[src/rtl/core/mux_frame_deframer_top_macros.svh]
// Assertion macros used by the deframer RTL.
`ifndef MUX_FRAME_DEFRAMER_TOP_MACROS_SVH
`define MUX_FRAME_DEFRAMER_TOP_MACROS_SVH

// Same-cycle implication, sampled on clk, off during reset.
`define MFD_ASSERT_NOW(label, ante, cons, msg) \
  label: assert property (@(posedge clk) disable iff (rst) (ante) |-> (cons)) else $error(msg);

// Next-cycle implication, sampled on clk, off during reset.
`define MFD_ASSERT_NEXT(label, ante, cons, msg) \
  label: assert property (@(posedge clk) disable iff (rst) (ante) |=> (cons)) else $error(msg);

`endif

[src/rtl/core/mfd_pkg.sv]
// Constants and codes of the multiplexing frame deframer.
package mfd_pkg;

  localparam int unsigned HDR_BYTES = 8;
  localparam int unsigned UPD_BYTES = 8;

  localparam logic [7:0]  UPD_VERSION   = 8'd2;
  localparam logic [7:0]  VERSION_RESET = 8'd1;
  localparam logic [16:0] LIMIT_RESET   = 17'd65543;

  localparam int unsigned TDATA_W = 112;
  localparam int unsigned PADDR_W = 3;

  localparam logic REG_VERSION = 1'b0;
  localparam logic REG_LIMIT   = 1'b1;

  localparam logic [7:0] CMD_SYN = 8'd0;
  localparam logic [7:0] CMD_FIN = 8'd1;
  localparam logic [7:0] CMD_PSH = 8'd2;
  localparam logic [7:0] CMD_NOP = 8'd3;
  localparam logic [7:0] CMD_UPD = 8'd4;

  localparam logic [2:0] EV_OPEN   = 3'd0;
  localparam logic [2:0] EV_FINISH = 3'd1;
  localparam logic [2:0] EV_DATA   = 3'd2;
  localparam logic [2:0] EV_UPDATE = 3'd3;
  localparam logic [2:0] EV_ERROR  = 3'd4;

  localparam logic [1:0] ERR_VERSION  = 2'd0;
  localparam logic [1:0] ERR_COMMAND  = 2'd1;
  localparam logic [1:0] ERR_UPDATE   = 2'd2;
  localparam logic [1:0] ERR_OVERFLOW = 2'd3;

endpackage

[src/rtl/core/mux_frame_deframer_top.sv]
// Byte-serial multiplexing frame deframer with APB register port.
// Output: a result is registered and appears on m_axis in the cycle after its byte transaction.
// Throughput: one byte per cycle, set by the single result register that
// parts the input from m_axis; bytes flow whenever m_axis is not stalled.
// Reset: synchronous; parser returns to header byte zero, session open,
// registers to version 1 and limit 65543, no result pending.
module mux_frame_deframer_top (
  input  logic                          clk,
  input  logic                          rst,
  input  logic                          s_axis_tvalid,
  output logic                          s_axis_tready,
  input  logic [7:0]                    s_axis_tdata,   // in_byte
  output logic                          m_axis_tvalid,
  input  logic                          m_axis_tready,
  // stream[31:0], data_byte[39:32], consumed_count[71:40],
  // window_size[103:72], err_code[105:104], zero[111:106]
  output logic [mfd_pkg::TDATA_W-1:0]   m_axis_tdata,
  output logic                          m_axis_tlast,   // last_of_frame
  output logic [2:0]                    m_axis_tuser,   // event_kind
  input  logic                          psel,
  input  logic                          penable,
  input  logic                          pwrite,
  input  logic [mfd_pkg::PADDR_W-1:0]   paddr,
  input  logic [31:0]                   pwdata,
  output logic [31:0]                   prdata,
  output logic                          pready
);

`include "mux_frame_deframer_top_macros.svh"

  logic [7:0]  expected_version;
  logic [16:0] buffer_limit;

  logic        in_payload, in_payload_next;
  logic [15:0] byte_index, byte_index_next;
  logic [7:0]  frame_version, frame_version_next;
  logic [7:0]  frame_command, frame_command_next;
  logic [15:0] frame_length, frame_length_next;
  logic [31:0] frame_stream, frame_stream_next;
  logic [63:0] update_words, update_words_next;
  logic        session_dead, session_dead_next;

  logic        out_valid;
  logic [2:0]  out_kind;
  logic [31:0] out_stream;
  logic [7:0]  out_data;
  logic        out_last;
  logic [31:0] out_consumed;
  logic [31:0] out_window;
  logic [1:0]  out_err;
  logic        out_is_error;

  logic        res_valid;
  logic [2:0]  res_kind;
  logic [31:0] res_stream;
  logic [7:0]  res_data;
  logic        res_last;
  logic [31:0] res_consumed;
  logic [31:0] res_window;
  logic [1:0]  res_err;

  logic        fin_valid;
  logic [2:0]  fin_kind;
  logic [1:0]  fin_err;

  logic        in_accept;
  logic        cfg_write;
  logic [16:0] pos;
  logic        frame_end;

  assign pready        = 1'b1;
  assign cfg_write     = psel && penable && pwrite && pready;
  assign s_axis_tready = !out_valid || m_axis_tready;
  assign in_accept     = s_axis_tvalid && s_axis_tready;

  always_ff @(posedge clk) begin
    if (rst) begin
      expected_version <= mfd_pkg::VERSION_RESET;
      buffer_limit     <= mfd_pkg::LIMIT_RESET;
    end else if (cfg_write) begin
      unique case (paddr[2])
        mfd_pkg::REG_VERSION: expected_version <= pwdata[7:0];
        mfd_pkg::REG_LIMIT:   buffer_limit     <= pwdata[16:0];
        default:              ;
      endcase
    end
  end

  always_comb begin
    unique case (paddr[2])
      mfd_pkg::REG_VERSION: prdata = {24'd0, expected_version};
      mfd_pkg::REG_LIMIT:   prdata = {15'd0, buffer_limit};
      default:              prdata = 32'd0;
    endcase
  end

  assign pos = in_payload ? (17'(mfd_pkg::HDR_BYTES) + {1'b0, byte_index})
                          : {1'b0, byte_index};
  assign frame_end = (17'({1'b0, byte_index}) + 17'd1) >= {1'b0, frame_length};

  // Decode the end-of-frame event from the held command and length and the expected version.
  always_comb begin
    fin_valid = 1'b0;
    fin_kind  = mfd_pkg::EV_OPEN;
    fin_err   = mfd_pkg::ERR_VERSION;
    case (frame_command)
      mfd_pkg::CMD_SYN: begin
        fin_valid = 1'b1;
        fin_kind  = mfd_pkg::EV_OPEN;
      end
      mfd_pkg::CMD_FIN: begin
        fin_valid = 1'b1;
        fin_kind  = mfd_pkg::EV_FINISH;
      end
      mfd_pkg::CMD_PSH, mfd_pkg::CMD_NOP: fin_valid = 1'b0;
      mfd_pkg::CMD_UPD: begin
        fin_valid = 1'b1;
        if (expected_version != mfd_pkg::UPD_VERSION ||
            frame_length != 16'(mfd_pkg::UPD_BYTES)) begin
          fin_kind = mfd_pkg::EV_ERROR;
          fin_err  = mfd_pkg::ERR_UPDATE;
        end else begin
          fin_kind = mfd_pkg::EV_UPDATE;
        end
      end
      default: begin
        fin_valid = 1'b1;
        fin_kind  = mfd_pkg::EV_ERROR;
        fin_err   = mfd_pkg::ERR_COMMAND;
      end
    endcase
  end

  always_comb begin
    in_payload_next    = in_payload;
    byte_index_next    = byte_index;
    frame_version_next = frame_version;
    frame_command_next = frame_command;
    frame_length_next  = frame_length;
    frame_stream_next  = frame_stream;
    update_words_next  = update_words;
    session_dead_next  = session_dead;

    res_valid    = 1'b0;
    res_kind     = mfd_pkg::EV_OPEN;
    res_stream   = 32'd0;
    res_data     = 8'd0;
    res_last     = 1'b0;
    res_consumed = 32'd0;
    res_window   = 32'd0;
    res_err      = mfd_pkg::ERR_VERSION;

    if (!session_dead) begin
      if (pos >= buffer_limit) begin
        res_valid         = 1'b1;
        res_kind          = mfd_pkg::EV_ERROR;
        res_err           = mfd_pkg::ERR_OVERFLOW;
        session_dead_next = 1'b1;
      end else if (!in_payload) begin
        case (byte_index[2:0])
          3'd0:    frame_version_next = s_axis_tdata;
          3'd1:    frame_command_next = s_axis_tdata;
          3'd2:    frame_length_next[7:0] = s_axis_tdata;
          3'd3:    frame_length_next[15:8] = s_axis_tdata;
          default: frame_stream_next[8*(byte_index[1:0]) +: 8] = s_axis_tdata;
        endcase
        if (byte_index[2:0] != 3'(mfd_pkg::HDR_BYTES - 1)) begin
          byte_index_next = byte_index + 16'd1;
        end else if (frame_version != expected_version) begin
          res_valid         = 1'b1;
          res_kind          = mfd_pkg::EV_ERROR;
          res_err           = mfd_pkg::ERR_VERSION;
          session_dead_next = 1'b1;
        end else begin
          update_words_next = 64'd0;
          byte_index_next   = 16'd0;
          if (frame_length == 16'd0) begin
            res_valid = fin_valid;
            res_kind  = fin_kind;
            res_err   = fin_err;
            if (fin_kind == mfd_pkg::EV_ERROR) begin
              session_dead_next = 1'b1;
            end else begin
              res_stream   = frame_stream_next;
              res_consumed = update_words_next[31:0];
              res_window   = update_words_next[63:32];
            end
          end else begin
            in_payload_next = 1'b1;
          end
        end
      end else begin
        if (frame_command == mfd_pkg::CMD_UPD &&
            byte_index < 16'(mfd_pkg::UPD_BYTES)) begin
          update_words_next[8*byte_index[2:0] +: 8] = s_axis_tdata;
        end
        if (frame_command == mfd_pkg::CMD_PSH) begin
          res_valid  = 1'b1;
          res_kind   = mfd_pkg::EV_DATA;
          res_stream = frame_stream;
          res_data   = s_axis_tdata;
          res_last   = frame_end;
        end
        if (frame_end) begin
          in_payload_next = 1'b0;
          byte_index_next = 16'd0;
          if (frame_command != mfd_pkg::CMD_PSH) begin
            res_valid = fin_valid;
            res_kind  = fin_kind;
            res_err   = fin_err;
            if (fin_kind == mfd_pkg::EV_ERROR) begin
              session_dead_next = 1'b1;
            end else begin
              res_stream   = frame_stream;
              res_consumed = update_words_next[31:0];
              res_window   = update_words_next[63:32];
            end
          end
        end else begin
          byte_index_next = byte_index + 16'd1;
        end
      end
    end
  end

  always_ff @(posedge clk) begin
    if (rst) begin
      in_payload    <= 1'b0;
      byte_index    <= 16'd0;
      frame_version <= 8'd0;
      frame_command <= 8'd0;
      frame_length  <= 16'd0;
      frame_stream  <= 32'd0;
      update_words  <= 64'd0;
      session_dead  <= 1'b0;
    end else if (in_accept) begin
      in_payload    <= in_payload_next;
      byte_index    <= byte_index_next;
      frame_version <= frame_version_next;
      frame_command <= frame_command_next;
      frame_length  <= frame_length_next;
      frame_stream  <= frame_stream_next;
      update_words  <= update_words_next;
      session_dead  <= session_dead_next;
    end
  end

  always_ff @(posedge clk) begin
    if (rst) begin
      out_valid <= 1'b0;
    end else if (in_accept) begin
      out_valid <= res_valid;
    end else if (m_axis_tready) begin
      out_valid <= 1'b0;
    end
  end

  always_ff @(posedge clk) begin
    if (in_accept) begin
      out_kind     <= res_kind;
      out_stream   <= res_stream;
      out_data     <= res_data;
      out_last     <= res_last;
      out_consumed <= res_consumed;
      out_window   <= res_window;
      out_err      <= res_err;
    end
  end

  assign m_axis_tvalid = out_valid;
  assign m_axis_tuser  = out_kind;
  assign m_axis_tlast  = out_last;
  assign m_axis_tdata  = {6'd0, out_err, out_window, out_consumed, out_data, out_stream};

  assign out_is_error = out_valid && (out_kind == mfd_pkg::EV_ERROR);

  `MFD_ASSERT_NEXT(a_dead_sticks, session_dead, session_dead, "session left dead state")
  `MFD_ASSERT_NOW(a_error_kills, out_is_error, session_dead, "error with session open")
  `MFD_ASSERT_NOW(a_index_in_frame, in_payload, byte_index < frame_length, "index past length")
  `MFD_ASSERT_NOW(a_last_is_data, out_valid && out_last, out_kind == mfd_pkg::EV_DATA, "bad tlast")

endmodule

[config.mk]
export PLATFORM = sky130hd
export DESIGN_NAME = mux_frame_deframer_top
export DESIGN_NICKNAME = d
export VERILOG_FILES = /design/src/rtl/core/mfd_pkg.sv /design/src/rtl/core/mux_frame_deframer_top.sv
export VERILOG_INCLUDE_DIRS = /design/src /design/src/rtl/core
export SDC_FILE = /design/constraint.sdc
export NUM_CORES = 1
export LEC_CHECK = 0
export BUFFER_PORTS_ARGS = -buffer_cell sky130_fd_sc_hd__buf_2
export CAP_MARGIN = 30
export CORE_MARGIN = 5
export CORE_UTILIZATION = 57
export DETAILED_ROUTE_END_ITERATION = 7
export GPL_TIMING_DRIVEN = 0
export PLACE_DENSITY = 0.8
export SLEW_MARGIN = 10
export SYNTH_ARGS = -nofsm -noshare
export SYNTH_HDL_FRONTEND = slang
export SYNTH_SLANG_ARGS = --single-unit
[constraint.sdc]
create_clock -name clk -period 6.7 [get_ports clk]
set_input_delay 1.34 -clock clk [delete_from_list [all_inputs] [get_ports clk]]
set_output_delay 1.34 -clock clk [all_outputs]
set_load 0.01 [all_outputs]
==> key figures <==
Outcome
  • Outcome: finished, final reports clean

Route
  • Drt drc: 0
  • Metal-1 WL: between 10000 and 15000 um
  • 1st-iter DRT viols: 1076
  • Met3 WL post-DR: approximately 3200 um
  • Post-Route WL: about 36000 um
  • Drt wl/cell: roughly 19 um
  • Met2 Wirelength: between 15000 and 20000 um
  • ANT nets after route: 0
  • Total iterations of the first detailed-routing run: 5
  • Vias/cell: between 5 and 6
  • Highest metal used: met4
  • Via Count: between 10k and 15k

Clock network
  • Clk root buf: clkbuf_16
  • Hold buffer count at CTS: 0
  • Post-CTS Setup Repair Bufs: 0
  • CTS Buf Count: 29
  • # resized after CTS: 0
  • CTS tree: done
  • Clock Sinks: between 200 and 300
  • H-tree depth: 1
  • Clock transition at path regs: ~60 ps
  • Worst-Skew Late Latency: about 550 ps
  • CTS max path bufs: 3

Critical path
  • Worst path slowest cell: o221ai_1
  • R2R Setup Slk: 1910 ps
  • CP delay by family, top: simple AND/OR/NAND/NOR gates
  • Reg-to-reg critical path startpoint: byte_index[0]
  • CP endpoint kind: register
  • Worst Path Max Fanout: 10
  • Critical path startpoint category: register
  • Worst R2R Path Depth: 15
  • Worst path depth: 15
  • Crit path DAT: around 5200 ps
  • Data required, critical path: between 7000 and 8000 ps
  • Crit path largest cell delay: about 660 ps
  • Bufs and invs on worst path: 3
  • Most frequent cell on the critical path: nor3_1
  • Crit path cell chain: clkbuf_1 -> inv_1 -> nor3_1 -> nand2_1 -> nor4_1 -> xor2_1 -> ha_1 -> nand4_1 -> or2_1 -> nor3_1 -> o31ai_1 -> buf_2 -> o221ai_1 -> a22oi_1 -> nor2_1
  • WS Path Type: register to register
  • R2r endpoint: out_stream[16]

Global route
  • Initial antenna violation count: 1
  • All-Layer GR Usage: 26.3%
  • Vias in the first global route: between 10k and 15k
  • GR Overflow Total: 0
  • Largest net degree at the start of global routing: ~90
  • First-pass GRT wire length: 57100 um

Power
  • VDD IR max: between 0.2 and 0.25 mV
  • P per Cell Area: approximately 240 nW/um^2
  • Leakage: 0.00629 uW

Synth
  • Seq/Total Area, Yosys: between 40% and 50%
  • Top cell type's share of synthesized area: 25.4%
  • Post-synth EDFFs: 110
  • Adder-Cell Fraction of Synth Area: ~4.1%
  • Synth cell types: 71
  • Flops & latches, synth: approximately 280
  • Synthesized area: 13500 um^2
  • Mapped Cells: around 1.4k
  • Post-synthesis mux area share: 3.12%
  • Largest family of logic cells by synthesized area: simple AND/OR/NAND/NOR gates
  • Synth Area in Compound Gates: between 15 and 20%
  • Post-synth top area cell: dfxtp_1
  • Synth Area in Simple Gates: between 15 and 20%
  • Synth Warn #: 0
  • Primary FF master, synth: dfxtp_1
  • Syn avg cell area: approximately 10 um^2
  • Async set-or-reset flop fraction in the synthesized netlist: 0%
  • Synth area leaders: dfxtp_1 25%, edfxtp_1 24%, nor2_1 4.6%
  • Synth Area in XOR/XNOR: between 2 and 2.5%

Flow run
  • MaxCap Viol Count: 0

Min path
  • Hold endpoint: buffer_limit[10]
  • Min-delay src: buffer_limit[10]
  • Hold Crit Depth: 2
  • Hold/Removal Path Class: register to register

STA
  • Max Slew Vio Count: 0
  • RSZ-0062 raised after global routing: false
  • Final Hold Fails: 0
  • Setup_tns: 0 ps
  • Clock Skew: roughly 18 ps
  • Minimum clock period: 4790 ps
  • Final setup violation count: 0
  • Tightest Pin Transition: 867 ps
  • F_max: about 210 MHz
  • Slack of the critical path: between 1500 and 2000 ps
  • Period utilization: between 70% and 80%
  • Slew Limit Headroom: about two fifths

Placed design
  • Dpl ws: ~2100 ps
  • Hpwl dp: 25600 um
  • Gpl congestion: about 0.93
  • PortBufs: 161

Cells and area
  • Syn-to-layout area delta: 17.2%
  • Ratio of cells with drive above 1 in the final layout: between 10% and 20%
  • Final #Nets: 1670

Floorplanning
  • Die Wd: roughly 160 um
  • Die area: roughly 27000 um^2
  • FP Rows: 56
  • Die height: roughly 160 um
  • Initial Util: a little under 60%
  • Core area: around 23000 um^2
  • # IOs: between 200 and 250
cell families after synthesis:
kind of cell | count (synthesis)
xor gates and xnor gates | 33
muxes | 41
buffers and inverters | 145
AOI/OAI and AO/OA | 298
and+or+nand+nor | 518
adders and majority gates | 44
DFF | 282
other | 2
report_power, final:
group	switching (uW)	internal (uW)	leakage, uW	total [uW]
clock	680	1020	0.000496	1700
combinational	217	97.5	0.00327	314
sequential	18.0	1810	0.00252	1830
total	915	2930	0.00629	3850
sequential cells by signal, indices dropped and copies added, names as in the netlist, 16 cells and up:
signal,flops
out_window,32
byte_index,16
buffer_limit,17
out_stream,32
frame_stream,32
frame_length,16
out_consumed,32
update_words,64
worst max-delay path by stage:
stage | to | slack, ps | from
final | out_stream[16] | 1910 | byte_index[0]
after global routing | out_stream[17] | 1660 | byte_index[0]
after CTS | out_consumed[1] | 2040 | byte_index[0]
after detailed placement | out_consumed[1] | 2070 | byte_index[0]
after global placement | byte_index[14] | 90 | m_axis_tready
after floorplan | byte_index[14] | 1570 | m_axis_tready
worst min-delay path, delay by kind of cell, from the launching register on:
| family | cells | cell delay [ps] |
|---|---|---|
| flip-flops | 1 | 310 |
| AND/OR/NAND/NOR | 1 | 50 |
| AO/OA/AOI/OAI | 1 | 50 |
final cells by class:
type,count,area [um^2]
fillers,1871,7550
flip-flops and latches,282,6750
multi-input cells,956,6110
repair buffers,162,833
clock buffers,36,782
plain buffers,98,571
well taps,319,399
clock inverters,18,225
inverters,47,181
diodes,1,2.50
synthesized netlist by cell type, types with 11 or more instances:
cell and count:
ha_1 44, dfxtp_1 172, a22o_1 63, inv_1 46, nor4_1 12, nor2_1 167
a21oi_2 11, nor3_1 15, a22oi_1 81, nand2_1 152, nand4_1 22, nand3_1 47
buf_2 12, a21oi_1 75, clkbuf_1 47, xnor2_1 14, buf_6 13, xor2_1 19
mux2i_1 32, nor2b_1 11, edfxtp_1 110, buf_4 24, o21ai_0 16, and2_1 11
stage by stage:
| stage | util (%) | power (uW) | cell area (um^2) | cells | hold WS (ps) |
|---|---|---|---|---|---|
| 6_report | 67.8 | 3850 | 15900 | 1919 | 452 |
| 5_1_grt | 67.7 | 3960 | 15900 | 1918 | 478 |
| 3_5_place_dp | 63.4 | 2180 | 14800 | 1864 | 446 |
| 3_3_place_gp | 63.3 | 2170 | 14800 | 1863 | 438 |
| 2_1_floorplan | - | 2070 | 13600 | 1383 | 425 |
| 4_1_cts | 67.7 | 3860 | 15900 | 1918 | 455 |
placed cells by master (no fill, tap or decap), drive strengths merged, types with 4 or more instances in the layout:
cell	n
a22o	63
a21o	4
or4	4
nor3	24
conb	22
o21ai	19
o31ai	4
nand2b	9
buf	213
bufinv	5
ha	44
a32o	7
a22oi	81
or2	5
a21oi	86
edfxtp	110
nand3	47
nand2	158
clkinv	11
o221ai	4
nor4	19
o211ai	4
nor2b	11
and3	9
xnor2	14
a21bo	6
nor3b	6
a31oi	6
xor2	19
clkbuf	83
mux2	9
mux2i	32
nand4	25
inv	48
nor2	171
and2	12
dfxtp	172
or3	9
routing by layer:
metal	track usage, %	vias to the layer above
li1	-	5314
met1	35.2	5384
met2	43.1	539
met3	4.72	105
met4	9.19	0
met5	0	-
No activity file was read; power rests on OpenSTA's default activity.
